**config.mk**
```make
export PLATFORM = sky130hd
export DESIGN_NAME = packet_deframer_ack_nack
export DESIGN_NICKNAME = d
export VERILOG_FILES = /design/src/hw/rtl/pdan_pkg.sv /design/src/hw/rtl/pdan_front.sv /design/src/hw/rtl/pdan_queue.sv /design/src/hw/rtl/pdan_back.sv /design/src/hw/rtl/packet_deframer_ack_nack.sv
export SDC_FILE = /design/constraint.sdc
export NUM_CORES = 1
export LEC_CHECK = 0
export BUFFER_PORTS_ARGS = -buffer_cell sky130_fd_sc_hd__buf_4
export CAP_MARGIN = 15
export CORE_MARGIN = 2
export CORE_UTILIZATION = 54
export DETAILED_ROUTE_END_ITERATION = 8
export PLACE_DENSITY_LB_ADDON = 0.12
export RECOVER_POWER = 100
export SLEW_MARGIN = 5
export SYNTH_ARGS = -nofsm -noshare
export SYNTH_HDL_FRONTEND = slang
export SYNTH_SLANG_ARGS = --single-unit
```
**constraint.sdc**
```tcl
create_clock -name clk -period 12.24 [get_ports clk]
set_input_delay 2.448 -clock clk [delete_from_list [all_inputs] [get_ports clk]]
set_output_delay 2.448 -clock clk [all_outputs]
set_load 0.005 [all_outputs]
```
**src/hw/rtl/pdan_pkg.sv**
```systemverilog
// ----------------------------------------------------------------------------
// pdan_pkg: shared types and codes of the frame receiver
// Payload structs, configuration struct, result kinds and status codes.
// ----------------------------------------------------------------------------
`default_nettype none

package pdan_pkg;

  // Depth of the queue between front and back
  localparam int QUEUE_DEPTH_DEFAULT = 2;

  // Configuration port geometry
  localparam int CFG_ADDR_W = 5;
  localparam int CFG_DATA_W = 32;

  // Register indexes
  localparam logic [2:0] REG_START_CHAR     = 3'd0;
  localparam logic [2:0] REG_ACK_CHAR       = 3'd1;
  localparam logic [2:0] REG_NACK_CHAR      = 3'd2;
  localparam logic [2:0] REG_MAX_LENGTH     = 3'd3;
  localparam logic [2:0] REG_CHECKSUM_SEED  = 3'd4;
  localparam logic [2:0] REG_TIMEOUT_ENABLE = 3'd5;
  localparam logic [2:0] REG_TIMEOUT_TICKS  = 3'd6;

  // Input mode codes
  localparam logic MODE_BYTE = 1'b0;
  localparam logic MODE_TICK = 1'b1;

  // Result kinds
  localparam logic [1:0] KIND_PAYLOAD = 2'd0;
  localparam logic [1:0] KIND_ACK     = 2'd1;
  localparam logic [1:0] KIND_NACK    = 2'd2;

  // Status codes
  localparam logic [2:0] ST_OK         = 3'd0;
  localparam logic [2:0] ST_BAD_START  = 3'd1;
  localparam logic [2:0] ST_TOO_LONG   = 3'd2;
  localparam logic [2:0] ST_CPL_BAD    = 3'd3;
  localparam logic [2:0] ST_CHKSUM_BAD = 3'd4;
  localparam logic [2:0] ST_TIMEOUT    = 3'd5;

  typedef struct packed {
    logic       mode;
    logic [7:0] rx_byte;
  } pdan_in_t;

  typedef struct packed {
    logic [1:0] out_kind;
    logic [7:0] out_byte;
    logic [7:0] payload_index;
    logic       last_payload;
    logic [2:0] status;
  } pdan_out_t;

  typedef struct packed {
    logic [7:0]  start_char;
    logic [7:0]  ack_char;
    logic [7:0]  nack_char;
    logic [7:0]  max_length;
    logic [7:0]  checksum_seed;
    logic        timeout_enable;
    logic [15:0] timeout_ticks;
  } pdan_cfg_t;

  // Command handed from front to back
  typedef struct packed {
    logic       is_tick;
    logic [7:0] data;
  } pdan_cmd_t;

endpackage

`default_nettype wire

```
**src/hw/rtl/pdan_front.sv**
```systemverilog
// ----------------------------------------------------------------------------
// pdan_front: input acceptance and classification
// Takes input transactions, drops ticks that cannot count and turns the rest
// into commands for the queue.
// ----------------------------------------------------------------------------
`default_nettype none

module pdan_front import pdan_pkg::*; (
  input  wire logic      clk,
  input  wire logic      rst,
  input  wire pdan_cfg_t cfg,
  input  wire logic      item_valid,
  output logic           item_stall,
  input  wire pdan_in_t  item,
  input  wire logic      queue_full,
  output logic           push,
  output pdan_cmd_t      push_cmd
);

  logic accept;

  // Hold the input off while the queue has no room
  assign item_stall = queue_full;
  assign accept     = item_valid && !queue_full;

  // Classify: a tick only matters when the timeout is enabled
  always_comb begin
    push_cmd.is_tick = (item.mode == MODE_TICK);
    push_cmd.data    = item.rx_byte;
    push             = accept && ((item.mode == MODE_BYTE) || cfg.timeout_enable);
  end

  // A queued command always comes from an accepted transaction
  assert property (@(posedge clk) disable iff (rst) push |-> item_valid && !item_stall)
    else $error("front pushed without an accepted transaction");

  assert property (@(posedge clk) disable iff (rst)
                   accept && item.mode == MODE_TICK && !cfg.timeout_enable |-> !push)
    else $error("disabled tick reached the queue");

  assert property (@(posedge clk) disable iff (rst)
                   accept && item.mode == MODE_BYTE |-> push && push_cmd.data == item.rx_byte)
    else $error("received byte not queued");

endmodule

`default_nettype wire

```
**src/hw/rtl/pdan_queue.sv**
```systemverilog
// ----------------------------------------------------------------------------
// pdan_queue: short command queue between front and back
// Register-based circular buffer; push and pop may happen in one cycle.
// ----------------------------------------------------------------------------
`default_nettype none

module pdan_queue import pdan_pkg::*; #(
  parameter int DEPTH = QUEUE_DEPTH_DEFAULT
) (
  input  wire logic      clk,
  input  wire logic      rst,
  input  wire logic      push,
  input  wire pdan_cmd_t push_cmd,
  input  wire logic      pop,
  output logic           full,
  output logic           not_empty,
  output pdan_cmd_t      head
);

  localparam int PTR_W = (DEPTH > 1) ? $clog2(DEPTH) : 1;
  localparam int CNT_W = $clog2(DEPTH + 1);

  pdan_cmd_t        entries [DEPTH];
  logic [PTR_W-1:0] wr_ptr;
  logic [PTR_W-1:0] rd_ptr;
  logic [CNT_W-1:0] count;
  logic             do_push;
  logic             do_pop;

  assign full      = (count == CNT_W'(DEPTH));
  assign not_empty = (count != '0);
  assign head      = entries[rd_ptr];
  assign do_push   = push && !full;
  assign do_pop    = pop && not_empty;

  // Store commands
  always_ff @(posedge clk) begin
    if (do_push) begin
      entries[wr_ptr] <= push_cmd;
    end
  end

  // Advance pointers and count
  always_ff @(posedge clk) begin
    if (rst) begin
      wr_ptr <= '0;
      rd_ptr <= '0;
      count  <= '0;
    end else begin
      if (do_push) begin
        wr_ptr <= (wr_ptr == PTR_W'(DEPTH - 1)) ? '0 : wr_ptr + 1'b1;
      end
      if (do_pop) begin
        rd_ptr <= (rd_ptr == PTR_W'(DEPTH - 1)) ? '0 : rd_ptr + 1'b1;
      end
      if (do_push && !do_pop) begin
        count <= count + 1'b1;
      end else if (do_pop && !do_push) begin
        count <= count - 1'b1;
      end
    end
  end

  assert property (@(posedge clk) disable iff (rst) push |-> !full)
    else $error("push into a full queue");

  assert property (@(posedge clk) disable iff (rst) pop |-> not_empty)
    else $error("pop from an empty queue");

  assert property (@(posedge clk) disable iff (rst)
                   do_push && !do_pop |=> count == $past(count) + 1'b1)
    else $error("queue count did not follow a push");

endmodule

`default_nettype wire

```
**src/hw/rtl/pdan_back.sv**
```systemverilog
// ----------------------------------------------------------------------------
// pdan_back: frame state machine and result register
// Executes one queued command per cycle when not stalled, updates the frame
// state and loads payload, ACK or NACK results into the output register.
// ----------------------------------------------------------------------------
`default_nettype none

module pdan_back import pdan_pkg::*; (
  input  wire logic      clk,
  input  wire logic      rst,
  input  wire pdan_cfg_t cfg,
  input  wire logic      cmd_valid,
  input  wire pdan_cmd_t cmd,
  output logic           cmd_pop,
  output logic           result_valid,
  input  wire logic      result_stall,
  output pdan_out_t      result
);

  typedef enum logic [2:0] {
    PH_START = 3'd0,
    PH_LEN   = 3'd1,
    PH_CPL   = 3'd2,
    PH_DATA  = 3'd3,
    PH_CHK   = 3'd4
  } phase_t;

  phase_t      phase, phase_next;
  logic [7:0]  frame_length, frame_length_next;
  logic [8:0]  bytes_left, bytes_left_next;
  logic [7:0]  running_checksum, running_checksum_next;
  logic [7:0]  byte_position, byte_position_next;
  logic [15:0] idle_ticks, idle_ticks_next;
  logic [15:0] idle_inc;
  logic        result_valid_next;
  pdan_out_t   result_next;
  logic        fire;
  logic        emit;
  logic        nack;
  logic [2:0]  nack_status;
  logic        last;

  // Take a command whenever the result register is free or being emptied
  assign fire    = cmd_valid && (!result_valid || !result_stall);
  assign cmd_pop = fire;

  always_comb begin
    phase_next            = phase;
    frame_length_next     = frame_length;
    bytes_left_next       = bytes_left;
    running_checksum_next = running_checksum;
    byte_position_next    = byte_position;
    idle_ticks_next       = idle_ticks;
    result_next           = result;
    emit                  = 1'b0;
    nack                  = 1'b0;
    nack_status           = ST_OK;
    last                  = (bytes_left <= 9'd1);
    idle_inc              = (idle_ticks != 16'hFFFF) ? idle_ticks + 1'b1 : idle_ticks;

    if (fire) begin
      if (cmd.is_tick) begin
        // Count the tick, time out when the limit is reached
        if (idle_inc >= cfg.timeout_ticks) begin
          idle_ticks_next = '0;
          nack            = 1'b1;
          nack_status     = ST_TIMEOUT;
        end else begin
          idle_ticks_next = idle_inc;
        end
      end else begin
        idle_ticks_next = '0;
        unique case (phase)
          PH_START: begin
            if (cmd.data != cfg.start_char) begin
              nack        = 1'b1;
              nack_status = ST_BAD_START;
            end else begin
              phase_next = PH_LEN;
            end
          end
          PH_LEN: begin
            if (cmd.data > cfg.max_length) begin
              nack        = 1'b1;
              nack_status = ST_TOO_LONG;
            end else begin
              frame_length_next = cmd.data;
              phase_next        = PH_CPL;
            end
          end
          PH_CPL: begin
            if (cmd.data != ~frame_length) begin
              nack        = 1'b1;
              nack_status = ST_CPL_BAD;
            end else begin
              bytes_left_next       = {1'b0, frame_length} + 9'd1;
              byte_position_next    = '0;
              running_checksum_next = cfg.checksum_seed;
              phase_next            = PH_DATA;
            end
          end
          PH_DATA: begin
            // Pass the payload byte on with its index
            running_checksum_next     = running_checksum ^ cmd.data;
            byte_position_next        = byte_position + 1'b1;
            bytes_left_next           = last ? '0 : bytes_left - 1'b1;
            if (last) begin
              phase_next = PH_CHK;
            end
            emit                      = 1'b1;
            result_next.out_kind      = KIND_PAYLOAD;
            result_next.out_byte      = cmd.data;
            result_next.payload_index = byte_position;
            result_next.last_payload  = last;
            result_next.status        = ST_OK;
          end
          PH_CHK: begin
            if (cmd.data != running_checksum) begin
              nack        = 1'b1;
              nack_status = ST_CHKSUM_BAD;
            end else begin
              phase_next                = PH_START;
              byte_position_next        = '0;
              emit                      = 1'b1;
              result_next.out_kind      = KIND_ACK;
              result_next.out_byte      = cfg.ack_char;
              result_next.payload_index = '0;
              result_next.last_payload  = 1'b0;
              result_next.status        = ST_OK;
            end
          end
          default: begin
            phase_next = PH_START;
          end
        endcase
      end

      // Reject: drop the frame and go back to waiting for the start character
      if (nack) begin
        phase_next                = PH_START;
        bytes_left_next           = '0;
        byte_position_next        = '0;
        emit                      = 1'b1;
        result_next.out_kind      = KIND_NACK;
        result_next.out_byte      = cfg.nack_char;
        result_next.payload_index = '0;
        result_next.last_payload  = 1'b0;
        result_next.status        = nack_status;
      end
    end

    // Keep a stalled result, clear a taken one
    if (fire && emit) begin
      result_valid_next = 1'b1;
    end else begin
      result_valid_next = result_valid && result_stall;
    end
  end

  // Hold state and the result register
  always_ff @(posedge clk) begin
    if (rst) begin
      phase            <= PH_START;
      frame_length     <= '0;
      bytes_left       <= '0;
      running_checksum <= '0;
      byte_position    <= '0;
      idle_ticks       <= '0;
      result_valid     <= 1'b0;
    end else begin
      phase            <= phase_next;
      frame_length     <= frame_length_next;
      bytes_left       <= bytes_left_next;
      running_checksum <= running_checksum_next;
      byte_position    <= byte_position_next;
      idle_ticks       <= idle_ticks_next;
      result_valid     <= result_valid_next;
    end
    result <= result_next;
  end

  assert property (@(posedge clk) disable iff (rst)
                   fire && nack |=> phase == PH_START && byte_position == '0)
    else $error("reject did not return to waiting for the start character");

  assert property (@(posedge clk) disable iff (rst)
                   result_valid && result.out_kind != KIND_PAYLOAD
                   |-> result.payload_index == '0 && !result.last_payload)
    else $error("reply carries payload index or last flag");

  assert property (@(posedge clk) disable iff (rst)
                   fire && !cmd.is_tick && phase == PH_DATA && last |=> phase == PH_CHK)
    else $error("last payload byte did not lead to the checksum phase");

  assert property (@(posedge clk) disable iff (rst)
                   result_valid && result.out_kind == KIND_PAYLOAD |-> result.status == ST_OK)
    else $error("payload result with an error status");

endmodule

`default_nettype wire

```
**src/hw/rtl/packet_deframer_ack_nack.sv**
```systemverilog
// ----------------------------------------------------------------------------
// packet_deframer_ack_nack: frame receiver with XOR checksum and ACK/NACK
// Input channel (item_valid/item_stall/item) carries one received byte or one
// timer tick per transaction. Output channel (result_valid/result_stall/
// result) carries payload bytes with their index and ACK or NACK replies.
// A front stage accepts and classifies transactions and queues them
// (QUEUE_DEPTH entries); a back stage runs the frame state machine and loads
// a result register.
// Throughput: one transaction per cycle while the result register is not
// stalled. An accepted transaction passes through a queue entry, then the
// result register, before its result is valid.
// When the receiver stalls, the result register holds; the back stage stops
// taking commands, the queue fills and item_stall rises once it is full.
// Ticks arriving while the timeout is disabled are accepted and dropped.
// Reset (rst, synchronous) empties the queue, clears the frame state to
// waiting for the start character and restores the register defaults.
// Configuration registers sit on an APB port at byte address 4*index; write
// them only while the block is idle.
// ----------------------------------------------------------------------------
`default_nettype none

module packet_deframer_ack_nack import pdan_pkg::*; #(
  parameter int QUEUE_DEPTH = QUEUE_DEPTH_DEFAULT
) (
  input  wire logic                  clk,
  input  wire logic                  rst,
  input  wire logic                  psel,
  input  wire logic                  penable,
  input  wire logic                  pwrite,
  input  wire logic [CFG_ADDR_W-1:0] paddr,
  input  wire logic [CFG_DATA_W-1:0] pwdata,
  output logic      [CFG_DATA_W-1:0] prdata,
  output logic                       pready,
  input  wire logic                  item_valid,
  output logic                       item_stall,
  input  wire pdan_in_t              item,
  output logic                       result_valid,
  input  wire logic                  result_stall,
  output pdan_out_t                  result
);

  pdan_cfg_t  cfg;
  logic [2:0] reg_index;
  logic       cfg_write;
  logic       queue_full;
  logic       queue_not_empty;
  logic       push;
  logic       pop;
  pdan_cmd_t  push_cmd;
  pdan_cmd_t  head;

  assign pready    = 1'b1;
  assign reg_index = paddr[CFG_ADDR_W-1:2];
  assign cfg_write = psel && penable && pwrite;

  // Write configuration registers
  always_ff @(posedge clk) begin
    if (rst) begin
      cfg.start_char     <= 8'd1;
      cfg.ack_char       <= 8'd6;
      cfg.nack_char      <= 8'd21;
      cfg.max_length     <= 8'd127;
      cfg.checksum_seed  <= 8'd0;
      cfg.timeout_enable <= 1'b1;
      cfg.timeout_ticks  <= 16'd1000;
    end else if (cfg_write) begin
      case (reg_index)
        REG_START_CHAR:     cfg.start_char     <= pwdata[7:0];
        REG_ACK_CHAR:       cfg.ack_char       <= pwdata[7:0];
        REG_NACK_CHAR:      cfg.nack_char      <= pwdata[7:0];
        REG_MAX_LENGTH:     cfg.max_length     <= pwdata[7:0];
        REG_CHECKSUM_SEED:  cfg.checksum_seed  <= pwdata[7:0];
        REG_TIMEOUT_ENABLE: cfg.timeout_enable <= pwdata[0];
        REG_TIMEOUT_TICKS:  cfg.timeout_ticks  <= pwdata[15:0];
        default: ;
      endcase
    end
  end

  // Read back configuration registers
  always_comb begin
    unique case (reg_index)
      REG_START_CHAR:     prdata = CFG_DATA_W'(cfg.start_char);
      REG_ACK_CHAR:       prdata = CFG_DATA_W'(cfg.ack_char);
      REG_NACK_CHAR:      prdata = CFG_DATA_W'(cfg.nack_char);
      REG_MAX_LENGTH:     prdata = CFG_DATA_W'(cfg.max_length);
      REG_CHECKSUM_SEED:  prdata = CFG_DATA_W'(cfg.checksum_seed);
      REG_TIMEOUT_ENABLE: prdata = CFG_DATA_W'(cfg.timeout_enable);
      REG_TIMEOUT_TICKS:  prdata = CFG_DATA_W'(cfg.timeout_ticks);
      default:            prdata = '0;
    endcase
  end

  pdan_front u_front (
    .clk        (clk),
    .rst        (rst),
    .cfg        (cfg),
    .item_valid (item_valid),
    .item_stall (item_stall),
    .item       (item),
    .queue_full (queue_full),
    .push       (push),
    .push_cmd   (push_cmd)
  );

  pdan_queue #(
    .DEPTH (QUEUE_DEPTH)
  ) u_queue (
    .clk       (clk),
    .rst       (rst),
    .push      (push),
    .push_cmd  (push_cmd),
    .pop       (pop),
    .full      (queue_full),
    .not_empty (queue_not_empty),
    .head      (head)
  );

  pdan_back u_back (
    .clk          (clk),
    .rst          (rst),
    .cfg          (cfg),
    .cmd_valid    (queue_not_empty),
    .cmd          (head),
    .cmd_pop      (pop),
    .result_valid (result_valid),
    .result_stall (result_stall),
    .result       (result)
  );

endmodule

`default_nettype wire
```
==> Word level (Yosys, flattened, before mapping) <==
Memory sizes are Yosys's and may differ from the RTL's. A register that Yosys moved wholly into a read port is not among the register bits.
Cells that the tools add are included.
{ "totals": {"reg_bits": 136, "memories": 1, "out_inout_bits": 57, "in_bits": 53, "ramBits": 18, "word_cells": 157} }
{ "op_classes": {"magnitude_cmp": 3, "mux": 57, "addsub": 8, "eq_ne": 22, "bitwise_logic": 5, "reduce_logical": 39} }
{ "memory_table": {"columns": ["name", "words", "width", "rd", "rd_ports_with_merged_regs", "write_ports", "line_no", "text"], "rows": [
  ["u_queue.entries", 2, 9, 1, 1, 1, "pdan_queue.sv:23", "pdan_cmd_t entries [DEPTH];"]
]} }
{ "op_table": {"columns": ["operator", "n"], "rows": [
  ["16-bit case mux with 7 select lines", 1],
  ["16-bit two-way mux", 3],
  ["22-bit two-way mux", 2],
  ["22-bit case mux with 2 select lines", 1],
  ["8-bit two-way mux", 5],
  ["9-bit two-way mux", 4],
  ["3-bit two-way mux", 10],
  ["8-bit != test", 3],
  ["8-bit case mux with 3 select lines", 1],
  ["20-bit two-way mux", 1],
  ["1-bit two-way mux", 19],
  ["9-bit case mux with 2 select lines", 1],
  ["16-bit by 1-bit adder with 16-bit output (second input constant)", 1],
  ["16-bit greater-or-equal comparator", 1],
  ["16-bit != test (second input constant)", 1],
  ["8-bit case mux with 2 select lines", 1],
  ["4-bit AND reduction", 4],
  ["3-bit case mux with 5 select lines", 1],
  ["2-bit AND reduction", 7],
  ["3-bit by 2-bit equality test with 1-bit output (second input constant)", 4],
  ["3-bit equality test (second input constant)", 4],
  ["3-bit != test (second input constant)", 4],
  ["3-bit case mux with 4 select lines", 1],
  ["1-bit logical AND", 11],
  ["other kinds (27)", 43]
]} }

==> Longest topological paths before layout <==
Gate-level depths: netlist of the first run.
{ "logic_depth": {"ltp_word": 10, "depth_mapped": 18, "ltp_nobuf": 16} }

==> By module <==
A second synthesis of the first run with hierarchy kept.
{ "unflattened": {"hier_cells": 1007, "hier_area_um2": 8988.6} }
{ "by_module_without_submodules": {"columns": ["module", "cells_per_inst", "seq_area_each_um2", "area_per_inst_um2", "n_inst"], "rows": [
  ["pdan_back", 619, 1721.7, 5092.4, 1],
  ["packet_deframer_ack_nack", 323, 1141.1, 2927.8, 1],
  ["pdan_queue", 53, 640.6, 867.1, 1],
  ["pdan_front", 12, 0.0, 101.3, 1]
]} }

==> Worst setup path after synthesis of the first run <==
No wires, ideal clock.
{ "synth_timing": {"path_kind": "input -> output", "start": "in paddr[3]", "end": "out prdata[0]", "path_stages": 7, "path_buffers": 3, "required_ns": 9.792, "t_arrival_ns": 3.794, "path_slack_ns": 5.998, "path_cell_list": "clkbuf_1 > clkbuf_1 > clkbuf_1 > a31oi_1 > nor2_1 > a31oi_1 > o21ai_0"} }
{ "synth_between": {"elab_chain_len": 2, "word_cells_on_any_way": 8, "cone_classes": "6 x eq/ne; 1 x mux; 1 x reduce/logical"} }
{ "synth_rtl": {"columns": ["item", "line_no", "text"], "rows": [
  ["start: declaration", "packet_deframer_ack_nack.sv:30", "input wire logic [CFG_ADDR_W-1:0] paddr,"],
  ["3-bit equality test, or another cell as far along", "packet_deframer_ack_nack.sv:82", "unique case (reg_index)"],
  ["16-bit case mux with 7 select lines *", "packet_deframer_ack_nack.sv:82", null],
  ["end: declaration", "packet_deframer_ack_nack.sv:32", "output logic [CFG_DATA_W-1:0] prdata,"]
]} }
Every way passes the cells marked *; elsewhere a longest branch is shown, timed or not.

==> Worst setup path after layout of the first run <==
{ "layout_timing": {"start": "in paddr[2]", "end": "out prdata[2]"} }
The elaborated chain is that of the path after synthesis.

==> summary.md, run 1 <==
| Metric | Value |
|---|---|
| Internal | `0.00102 W` |
| Number of global-route vias before repair | `6277` |
| Port bufs | `74` |
| Fin crit period | `6.76 ns` |
| Critical path fanouts, max | `29` |
| Sum of negative setup slack | `0 ns` |
| CP endpoint kind | `output pin` |
| Post-CTS Resized | `0` |
| Fill count | `1352` |
| Sw Ratio | `29.9%` |
| Placeable core region | `15200 um^2` |
| Yosys reg bits | `155` |
| Chip width | `129 um` |
| Fin. Hold Viols | `0` |
| Final WL | `20900 um` |
| Post-synth top area share | `27.4%` |
| Routability cong. | `0.854` |
| Vias per inst | `5.86` |
| Logic pwr share | `20.9%` |
| Via count | `6962` |
| Clock transition at path regs | `0.06 ns` |
| CTS sink cnt | `155` |
| Total GRT Usage | `25.8%` |
| Leakage | `3.78 nW` |
| Maximum VDD drop | `0.111 mV` |
| Setup crit start kind | `input pin` |
| Top cells by count, synth | `115 x dfxtp_1, 112 x nor2_1, 101 x nand2_1` |
| Synth area leader | `dfxtp_1` |
| Die Area | `16600 um^2` |
| Number of H-tree levels | `4` |
| Synthesized instance count | `939` |
| Slew Limit Fails | `87` |
| Area Overhead vs Synth | `13.0%` |
| Post-CTS Hold Buffers | `0` |
| Max Clock Skew | `0.0103 ns` |
| Cell row count | `45` |
| Reg2Reg Setup Slack | `5.98 ns` |
| Initial antenna violation count | `0` |
| DP HPWL | `14700 um` |
| Synth unique cells | `75` |
| Global-route wire length before repair | `33000 um` |
| Number of enable flip-flop cells after synthesis | `40` |
| Clock Tree Buf Depth | `2` |
| Drt pass-1 iters | `5` |
| Num ports | `110` |
| Final net count | `1070` |
| CTS Buf Count | `17` |
| Worst skew pair latency | `0.43 ns` |
| Ratio of final minimum period to clock period | `55.2%` |
| HP Start | `cfg[12]` |
| Synth top area cells | `dfxtp_1 27%, edfxtp_1 14%, mux2i_1 5.0%` |
| Critical Path AT | `4.31 ns` |
| Worst r2r src | `u_back.idle_ticks[4]` |
| Overflow left after global routing | `0` |
| Post-CTS Setup Repair Bufs | `0` |
| WHS Path Cells | `2` |
| Initial detailed-routing violation count | `580` |
| RSZ-0062 raised after global routing | `false` |
| Achievable Freq | `0.148 GHz` |
| Failing checks | `capacitance limit, slew limit` |
| Worst min path class | `reg -> reg` |
| Worst-margin pin slew | `3.68 ns` |
| Average size of a mapped cell | `8.96 um^2` |
| Flop pwr share | `41.0%` |
| WS Path Type | `in -> out` |
| Cell Pwr Density | `153 nW/um^2` |
| Worst Reg-to-Reg Cells | `15` |
| Ys async rst share | `0%` |
| Outcome | `complete, but fails checks` |
| Worst slew margin | `-145%` |
| Share of cells above drive strength 1 | `12.6%` |
| Initial Utilization | `55.4%` |
| Largest net degree at the start of global routing | `79` |
| Remaining DRCs | `0` |
| Hold Path End | `cfg[12]` |
| RR Endpoint | `u_back.result[15]` |
| Final setup violation count | `0` |
| Clock network power share | `38.2%` |
| Yosys warns | `0` |
| Prevailing post-synth register cell | `dfxtp_1` |
| ANT cells | `0` |
| Synthesized area | `8420 um^2` |
| Sequential area share after synthesis | `41.6%` |
| Top-count cell post-synth | `dfxtp_1` |
| Chip height | `129 um` |
| Post-DRT Antenna Nets | `0` |
| CTS tree | `built` |
| Critical Path RT | `9.79 ns` |
| Root buf cell | `clkbuf_16` |
| Share of the core filled with cells | `62.5%` |
| MaxCap Viol Count | `2` |
| P_sw | `0.000435 W` |
| WL/cell | `17.6 um` |
## power by group through the flow
stage	Combinational [W]	Clock (W)	Sequential [W]
after detailed placement	0.000314	0	0.000607
after global placement	0.000311	0	0.000606
after global routing	0.000334	0.000583	0.000600
after floorplan	0.000222	0	0.000596
after CTS	0.000316	0.000560	0.000596
final	0.000303	0.000555	0.000595
## layout by cell type, fill, tap and decap left out, types with 10 or more instances in the layout
cell       synthesis  final
dfxtp_1          115    115
clkbuf_4           0     37
a21oi_1           60     59
edfxtp_1          40     40
o21ai_0           27     37
xnor2_1           38     38
conb_1             2     17
nor2_1           112    113
nand4_1           11     11
mux2i_1           42     43
a22oi_1           14     14
inv_1             43     43
clkbuf_16          0     18
buf_4             17     34
nand2_1          101    101
clkbuf_1          41     10
nand3_1           16     16
nor3_1            30     31
o211ai_1          23     23
ha_1              30     30
## layout make-up
class | instances | area [um^2] | share of cell area (%)
well taps | 188 | 235 | 2.47
flip-flops and latches | 155 | 3500 | 36.9
inverters | 44 | 165 | 1.74
repair buffers | 79 | 563 | 5.92
multi-input cells | 690 | 4420 | 46.5
clock buffers | 20 | 458 | 4.82
clock inverters | 12 | 160 | 1.68
## layer usage
metal	track usage, %	wire length [um]
met1	34.8	9650
met2	40.9	9620
met3	6.07	1280
met4	8.57	384
met5	0	0
## logic make-up (layout without fill, tap and decap cells)
group                    count (synthesis)  count (layout)  share of synthesized area (%)
XOR/XNOR                                46              46                           4.79
AO/OA/AOI/OAI                          203             203                           16.1
buffers and inverters                  109             155                           5.77
AND/OR/NAND/NOR                        334             334                           18.3
flip-flops                             155             155                           41.6
other                                    2              17                         0.0892
multiplexers                            60              60                           8.91
adder cells (fa/ha/maj)                 30              30                           4.46
## critical path, cell delays in order
cell	delay, ns
clkbuf_1	0.94
mux4_2	0.62
inv_1	0.07
o22ai_1	0.08
clkbuf_4	0.15
## per-stage QoR
stage          cell area (um^2)  hold WS (ns)  total power, W  cells  setup WS [ns]
6_report                   9510         0.454         0.00145   1188           5.48
3_3_place_gp               8990         0.444        0.000917   1156           6.11
5_1_grt                    9510         0.480         0.00152   1188           5.36
3_5_place_dp               8990         0.449        0.000921   1156           6.10
2_1_floorplan              8470         0.436        0.000819    954           6.00
4_1_cts                    9610         0.457         0.00147   1188           6.10
## worst max path at each step
| stage | start | end | slack, ns | depth (start not counted) |
|---|---|---|---|---|
| floorplan | paddr[3] | prdata[0] | 6.00 | 7 |
| global placement | paddr[3] | prdata[5] | 6.11 | 6 |
| detailed placement | paddr[3] | prdata[5] | 6.10 | 6 |
| CTS | paddr[3] | prdata[5] | 6.10 | 6 |
| global route | paddr[2] | prdata[2] | 5.36 | 5 |
| finish | paddr[2] | prdata[2] | 5.48 | 5 |
## registers in the layout (all words and copies together) (netlist names), 2 cells and up, named ones only
| name | flops |
|---|---|
| u_queue.count | 2 |
| u_back.phase | 3 |
| u_back.running_checksum | 8 |
| u_back.frame_length | 8 |
| u_back.bytes_left | 9 |
| cfg | 57 |
| u_back.byte_position | 8 |
| u_queue.entries | 18 |
| u_back.result | 22 |
| u_back.idle_ticks | 16 |
Power figures use the tool's default switching activity.
==> run 2, diff against run 1 <==
--- a/config.mk
+++ b/config.mk
@@ -5,6 +5,7 @@
 export SDC_FILE = /design/constraint.sdc
 export NUM_CORES = 1
 export LEC_CHECK = 0
+export ABC_AREA = 1
 export BUFFER_PORTS_ARGS = -buffer_cell sky130_fd_sc_hd__buf_4
 export CAP_MARGIN = 15
 export CORE_MARGIN = 2
==> constraint.sdc (replaced) <==
create_clock -name clk -period 6.55 [get_ports clk]
set_input_delay 1.31 -clock clk [delete_from_list [all_inputs] [get_ports clk]]
set_output_delay 1.31 -clock clk [all_outputs]
set_load 0.005 [all_outputs]
==> summary.md, run 2 <==
| Metric | Value |
|---|---|
| Critical path fanouts, max | `20 (-31%)` |
| Num ports | `110 (unchanged)` |
| Port bufs | `74 (unchanged)` |
| RR Endpoint | `u_back.result[12]` |
| Initial antenna violation count | `0 (unchanged)` |
| Achievable Freq | `0.193 GHz` |
| Yosys reg bits | `155 (unchanged)` |
| Area Overhead vs Synth | `13.2%` |
| Placeable core region | `15100 um^2 (-0.74%)` |
| Clock Tree Buf Depth | `2 (unchanged)` |
| Final WL | `21000 um (+0.16%)` |
| Yosys warns | `0 (unchanged)` |
| Root buf cell | `clkbuf_16` |
| Final net count | `1244 (+16%)` |
| Fin crit period | `5.18 ns` |
| Chip height | `128 um (-0.78%)` |
| Critical Path AT | `5.41 ns (+1.10 ns)` |
| Worst Reg-to-Reg Cells | `18 (+3)` |
| Setup crit start kind | `flip-flop` |
| Die Area | `16300 um^2 (-1.6%)` |
| RSZ-0062 raised after global routing | `false` |
| Share of the core filled with cells | `62.1% (-0.42 points)` |
| WS Path Type | `reg -> reg` |
| Synth top area cells | `dfxtp_1 28%, edfxtp_1 15%, nand2_1 8.9%` |
| Critical Path RT | `6.78 ns (-3.01 ns)` |
| Cell row count | `45 (unchanged)` |
| Post-synth top area share | `27.8% (+0.45 points)` |
| HP Start | `u_queue.rd_ptr` |
| Synthesized area | `8280 um^2 (-1.6%)` |
| Largest net degree at the start of global routing | `75 (-5.1%)` |
| Prevailing post-synth register cell | `dfxtp_1` |
| Worst min path class | `reg -> reg` |
| Number of enable flip-flop cells after synthesis | `40 (unchanged)` |
| Fin. Hold Viols | `0 (unchanged)` |
| Vias per inst | `5.44 (-7.1%)` |
| CTS tree | `built` |
| Overflow left after global routing | `0 (unchanged)` |
| Worst-margin pin slew | `2.99 ns (-0.682 ns)` |
| Most frequent cells in the layout | `198 x nand2_1, 153 x nor2_1, 123 x inv_1, 115 x dfxtp_1, 84 x o21ai_0` |
| Leakage | `4.08 nW (+8.0%)` |
| CTS sink cnt | `155 (unchanged)` |
| Outcome | `complete, but fails checks` |
| MaxCap Viol Count | `2 (unchanged)` |
| Initial detailed-routing violation count | `616 (+6.2%)` |
| Number of H-tree levels | `4 (unchanged)` |
| Total GRT Usage | `26.1% (+0.35 points)` |
| Top reg by flops | `cfg` |
| Share of cells above drive strength 1 | `11.0% (-1.6 points)` |
| Worst r2r src | `u_back.idle_ticks[0]` |
| Number of global-route vias before repair | `6612 (+5.3%)` |
| Max reg flops | `57 (unchanged)` |
| Via count | `7415 (+6.5%)` |
| Top cells by count, synth | `197 x nand2_1, 152 x nor2_1, 121 x inv_1` |
| Average size of a mapped cell | `7.51 um^2 (-16%)` |
| Worst Slack Setup Final | `1.37 ns (-4.11 ns)` |
| Register area | `3500 um^2 (unchanged)` |
| WHS Path Cells | `1 (-1)` |
| Global-route wire length before repair | `33400 um (+1.4%)` |
| CP endpoint kind | `flip-flop` |
| Sum of negative setup slack | `0 ns (unchanged)` |
| Max Clock Skew | `0.00988 ns (-0.000433 ns)` |
| Post-CTS Resized | `0 (unchanged)` |
| Regs by FF count | `cfg: 57 flops, u_back.result: 22 flops, u_queue.entries: 18 flops` |
| Commonest non-fill, non-tap cell in the layout | `nand2_1` |
| Post-DRT Antenna Nets | `0 (unchanged)` |
| Synthesized instance count | `1102 (+17%)` |
| Initial Utilization | `54.9% (-0.48 points)` |
| Routability cong. | `0.898 (+5.2%)` |
| Fill count | `1380 (+2.1%)` |
| Ys async rst share | `0% (unchanged)` |
| Synth unique cells | `48 (-36%)` |
| Top-count cell post-synth | `nand2_1` |
| Chip width | `128 um (-0.78%)` |
| Final setup violation count | `0 (unchanged)` |
| Clock transition at path regs | `0.06 ns (about the same)` |
| Synth area leader | `dfxtp_1` |
| Worst slew margin | `-99.6% (+45 points)` |
| Remaining DRCs | `0 (unchanged)` |
| Post-CTS Setup Repair Bufs | `0 (unchanged)` |
| Failing checks | `capacitance limit, slew limit` |
| Pre-CTS setup slack | `1.58 ns (-4.53 ns)` |
| Reg2Reg Setup Slack | `1.37 ns (-4.61 ns)` |
| WL/cell | `15.4 um (-13%)` |
| DP HPWL | `15400 um (+4.8%)` |
| Area taken by multi-input logic gates | `4040 um^2 (-8.7%)` |
| Drt pass-1 iters | `5 (unchanged)` |
| Maximum VDD drop | `0.258 mV (+130%)` |
| Ratio of final minimum period to clock period | `79.0%` |
| CTS Buf Count | `17 (unchanged)` |
| Post-CTS Hold Buffers | `0 (unchanged)` |
| ANT cells | `0 (unchanged)` |
| Slew Limit Fails | `108 (+24%)` |
| Worst skew pair latency | `0.43 ns (about the same)` |
| Sequential area share after synthesis | `42.3% (+0.68 points)` |
| Cell Pwr Density | `382 nW/um^2 (+150%)` |
-- run 2: critical path, stage by stage, from the launching register on --
cell	delay, ns
dfxtp_1	0.39
ha_1	0.19
nand4_1	0.13
nor2_1	0.21
nand2_1	0.15
nor2_1	0.42
inv_1	0.20
o21ai_0	0.35
ha_1	0.32
a21oi_1	0.15
o21ai_0	0.09
a21o_1	0.16
nand2_1	0.07
nand3_1	0.12
nand2_1	0.39
nand2_1	0.62
nor2_1	0.74
nand2_1	0.11
o211ai_1	0.16
-- run 2: layout make-up --
type	instances	share of cell area [%]
repair buffers	75	5.73
well taps	188	2.51
clock buffers	19	4.62
multi-input cells	783	43.1
flip-flops and latches	155	37.4
inverters	129	5.19
clock inverters	13	1.51
-- run 2: worst max path at each step --
stage | cells past startpoint | endpoint | startpoint | slack, ns
final | 18 | u_back.result[12] | u_back.idle_ticks[0] | 1.37
after global routing | 18 | u_back.result[12] | u_back.idle_ticks[0] | 0.81
after CTS | 17 | u_back.result[20] | u_back.idle_ticks[0] | 1.57
after detailed placement | 17 | u_back.result[18] | u_back.idle_ticks[0] | 1.58
after global placement | 17 | u_back.result[15] | u_back.idle_ticks[0] | 1.73
after floorplan | 7 | prdata[2] | paddr[4] | 2.82
-- run 2: power breakdown --
| part | internal, W | total (W) | leakage, nW | switching (W) |
|---|---|---|---|---|
| clock network | 0.000564 | 0.000970 | 0.278 | 0.000406 |
| logic | 0.000423 | 0.00134 | 2.50 | 0.000913 |
| registers | 0.00117 | 0.00127 | 1.30 | 0.000103 |
-- run 2: logic make-up after synthesis --
family          after synthesis  share of synthesized area (%)
compound gates              235                           16.5
other cells                   2                         0.0907
xor+xnor                     21                           2.22
fa+ha+maj                    30                           4.53
simple gates                480                           25.0
flops                       155                           42.3
buf+inv                     179                           9.34
-- run 2: per-layer routing --
metal / vias up / wire length [um] / GRT usage, %
met1: 3338 / 9530 / 34.5
li1: 3767 / - / -
met3: 37 / 1440 / 6.51
met4: 0 / 475 / 9.95
met5: - / 0 / 0
met2: 273 / 9510 / 41.5
-- run 2: through the flow --
stage / hold WS, ns / cells / total power [W] / instance area (um^2)
final: 0.461 / 1362 / 0.00358 / 9370
after global routing: 0.478 / 1362 / 0.00381 / 9370
after CTS: 0.454 / 1362 / 0.00360 / 9420
after detailed placement: 0.443 / 1330 / 0.00263 / 8850
after global placement: 0.432 / 1330 / 0.00261 / 8850
after floorplan: 0.426 / 1117 / 0.00228 / 8340
==> run 3, diff against run 2 <==
==> constraint.sdc (replaced) <==
create_clock -name clk -period 5.3 [get_ports clk]
set_input_delay 1.06 -clock clk [delete_from_list [all_inputs] [get_ports clk]]
set_output_delay 1.06 -clock clk [all_outputs]
set_load 0.005 [all_outputs]
==> summary.md, run 3 (synthesis gave the netlist of run 2 again) <==
| Metric | Value |
|---|---|
| Outcome | `complete, but fails checks` |
| Failing checks | `capacitance limit, slew limit` |
| Cell row count | `45 (unchanged)` |
| Port bufs | `74 (unchanged)` |
| Critical Path RT | `5.46 ns (-1.32 ns)` |
| Clock network power share | `27.2% (about the same)` |
| Clock transition at path regs | `0.06 ns (about the same)` |
| Setup crit start kind | `flip-flop` |
| Final WL | `21000 um (+0.12%)` |
| Number of global-route vias before repair | `6516 (-1.5%)` |
| Chip width | `128 um (unchanged)` |
| Regs by FF count | `cfg: 57 flops, u_back.result: 22 flops, u_queue.entries: 18 flops` |
| Leakage | `4.10 nW (+0.54%)` |
| Via count | `7459 (+0.59%)` |
| Worst skew pair latency | `0.43 ns (about the same)` |
| Top reg by flops | `cfg` |
| Slew Limit Fails | `33 (-69%)` |
| P_sw | `0.00172 W (+21%)` |
| Final net count | `1254 (+0.80%)` |
| Max Clock Skew | `0.0123 ns (+0.00247 ns)` |
| Family with the most delay on the worst path | `simple AND/OR/NAND/NOR gates` |
| Post-DRT Antenna Nets | `0 (unchanged)` |
| Logic pwr share | `36.9% (-0.4 points)` |
| Flop pwr share | `35.9% (+0.3 points)` |
| Post-CTS Resized | `0 (unchanged)` |
| CP endpoint kind | `flip-flop` |
| Clock Tree Buf Depth | `2 (unchanged)` |
| ANT cells | `0 (unchanged)` |
| CTS Buf Count | `17 (unchanged)` |
| Number of H-tree levels | `4 (unchanged)` |
| Worst Slack Setup Final | `0.873 ns (-0.500 ns)` |
| Sw Ratio | `39.2% (-0.54 points)` |
| Slowest cell delay on critical path | `0.66 ns (-0.08 ns)` |
| Overflow left after global routing | `0 (unchanged)` |
| Ratio of final minimum period to clock period | `83.5% (+4.5 points)` |
| Worst min path class | `reg -> reg` |
| Most frequent cells in the layout | `198 x nand2_1, 152 x nor2_1, 122 x inv_1, 115 x dfxtp_1, 84 x o21ai_0` |
| Vias per inst | `5.44 (-0.14%)` |
| Share of cells above drive strength 1 | `11.7% (+0.67 points)` |
| Post-CTS Setup Repair Bufs | `0 (unchanged)` |
| CP Cell Sequence | `inv_1, nand2_1, nand2_1, ha_1, nand2_1, o21ai_0, nand2_1, nand2_1, nand3_1, nand2_2, o21bai_1, nand2_1, clkbuf_1, nand2_1, o211ai_1` |
| DP HPWL | `15700 um (+2.0%)` |
| WL/cell | `15.3 um (-0.61%)` |
| Worst-margin pin slew | `1.70 ns (-1.30 ns)` |
| Maximum VDD drop | `0.270 mV (+4.9%)` |
| Largest net degree at the start of global routing | `52 (-31%)` |
| Drt pass-1 iters | `4 (-1)` |
| CP Buf/Inv Count | `2 (+1)` |
| Worst slew margin | `-13.2% (+86 points)` |
| Post-CTS Hold Buffers | `0 (unchanged)` |
| CP max-delay cell | `o21bai_1` |
| Max reg flops | `57 (unchanged)` |
| Chip height | `128 um (unchanged)` |
| Num ports | `110 (unchanged)` |
| Sum of negative setup slack | `0 ns (unchanged)` |
| CTS tree | `built` |
| Critical path fanouts, max | `12 (-40%)` |
| Cell Pwr Density | `465 nW/um^2 (+22%)` |
| Root buf cell | `clkbuf_16` |
| Area Overhead vs Synth | `13.8%` |
| Fin crit period | `4.43 ns (-0.750 ns)` |
| Total GRT Usage | `26.0% (-0.14 points)` |
| Fin. Hold Viols | `0 (unchanged)` |
| MaxCap Viol Count | `1 (-1)` |
| Critical Path AT | `4.59 ns (-0.82 ns)` |
| WS Path Type | `reg -> reg` |
| Routability cong. | `0.886 (-1.3%)` |
| Initial antenna violation count | `0 (unchanged)` |
| Final setup violation count | `0 (unchanged)` |
| Global-route wire length before repair | `33200 um (-0.58%)` |
| Initial detailed-routing violation count | `700 (+14%)` |
| Achievable Freq | `0.226 GHz (+17%)` |
| Internal | `0.00266 W (+23%)` |
| Die Area | `16300 um^2 (unchanged)` |
| Pre-CTS setup slack | `1.08 ns (-0.496 ns)` |
| CP dominant cell by count | `nand2_1` |
| Initial Utilization | `54.9% (unchanged)` |
| CTS sink cnt | `155 (unchanged)` |
| Placeable core region | `15100 um^2 (unchanged)` |
| Fill count | `1388 (+0.58%)` |
| Remaining DRCs | `0 (unchanged)` |
| RSZ-0062 raised after global routing | `false` |
| Commonest non-fill, non-tap cell in the layout | `nand2_1` |
## run 3: changes by cell type in the layout (fill, tap and decap cells not counted), sizes merged
cell      delta
clkinv       +2
clkbuf       +4
inv          -3
buf          +4
clkinvlp     +3
## run 3: worst paths after layout
| check | start | end | slack, ns | cells after the start |
|---|---|---|---|---|
| max | flip-flop | u_back.result[12] | 0.87 | 15 |
| min | u_queue.rd_ptr | flip-flop | 0.45 | 1 |
| max reg2reg | flip-flop | u_back.result[12] | 0.87 | 15 |
| min reg2reg | u_queue.rd_ptr | flip-flop | 0.45 | 1 |
## run 3: layout make-up
type	count	area, um^2	area share, %
Tap cell	188	235	2.50
Clock inverter	15	149	1.58
Timing Repair Buffer	85	599	6.36
Inverter	129	485	5.15
Clock buffer	17	425	4.52
Sequential cell	155	3500	37.2
Multi-Input combinational cell	783	4020	42.7
## run 3: through the flow
stage | instance area (um^2) | util [%] | total power [W] | hold WS, ns | instances
5_1_grt | 9420 | 62.4 | 0.00467 | 0.473 | 1372
3_3_place_gp | 8920 | 59.1 | 0.00324 | 0.431 | 1340
4_1_cts | 9500 | 62.9 | 0.00445 | 0.453 | 1372
3_5_place_dp | 8920 | 59.1 | 0.00326 | 0.443 | 1340
2_1_floorplan | 8340 | - | 0.00281 | 0.426 | 1117
6_report | 9420 | 62.4 | 0.00438 | 0.453 | 1372
## run 3: power by group through the flow
stage          registers, W  logic (W)  clock network (W)
2_1_floorplan       0.00157    0.00125                  0
3_3_place_gp        0.00159    0.00164                  0
3_5_place_dp        0.00160    0.00166                  0
4_1_cts             0.00157    0.00167            0.00120
5_1_grt             0.00160    0.00182            0.00125
6_report            0.00157    0.00162            0.00119
## run 3: per-layer routing
metal  vias to the layer above  part of all wire [%]  track usage (%)  wire [um]
met1                      3380                    46             35.2       9660
met4                         0                   1.6             6.85        326
met3                        32                   6.1             4.80       1280
met5                         -                     0                0          0
met2                       259                    46             43.0       9720
li1                       3788                     -                -          -
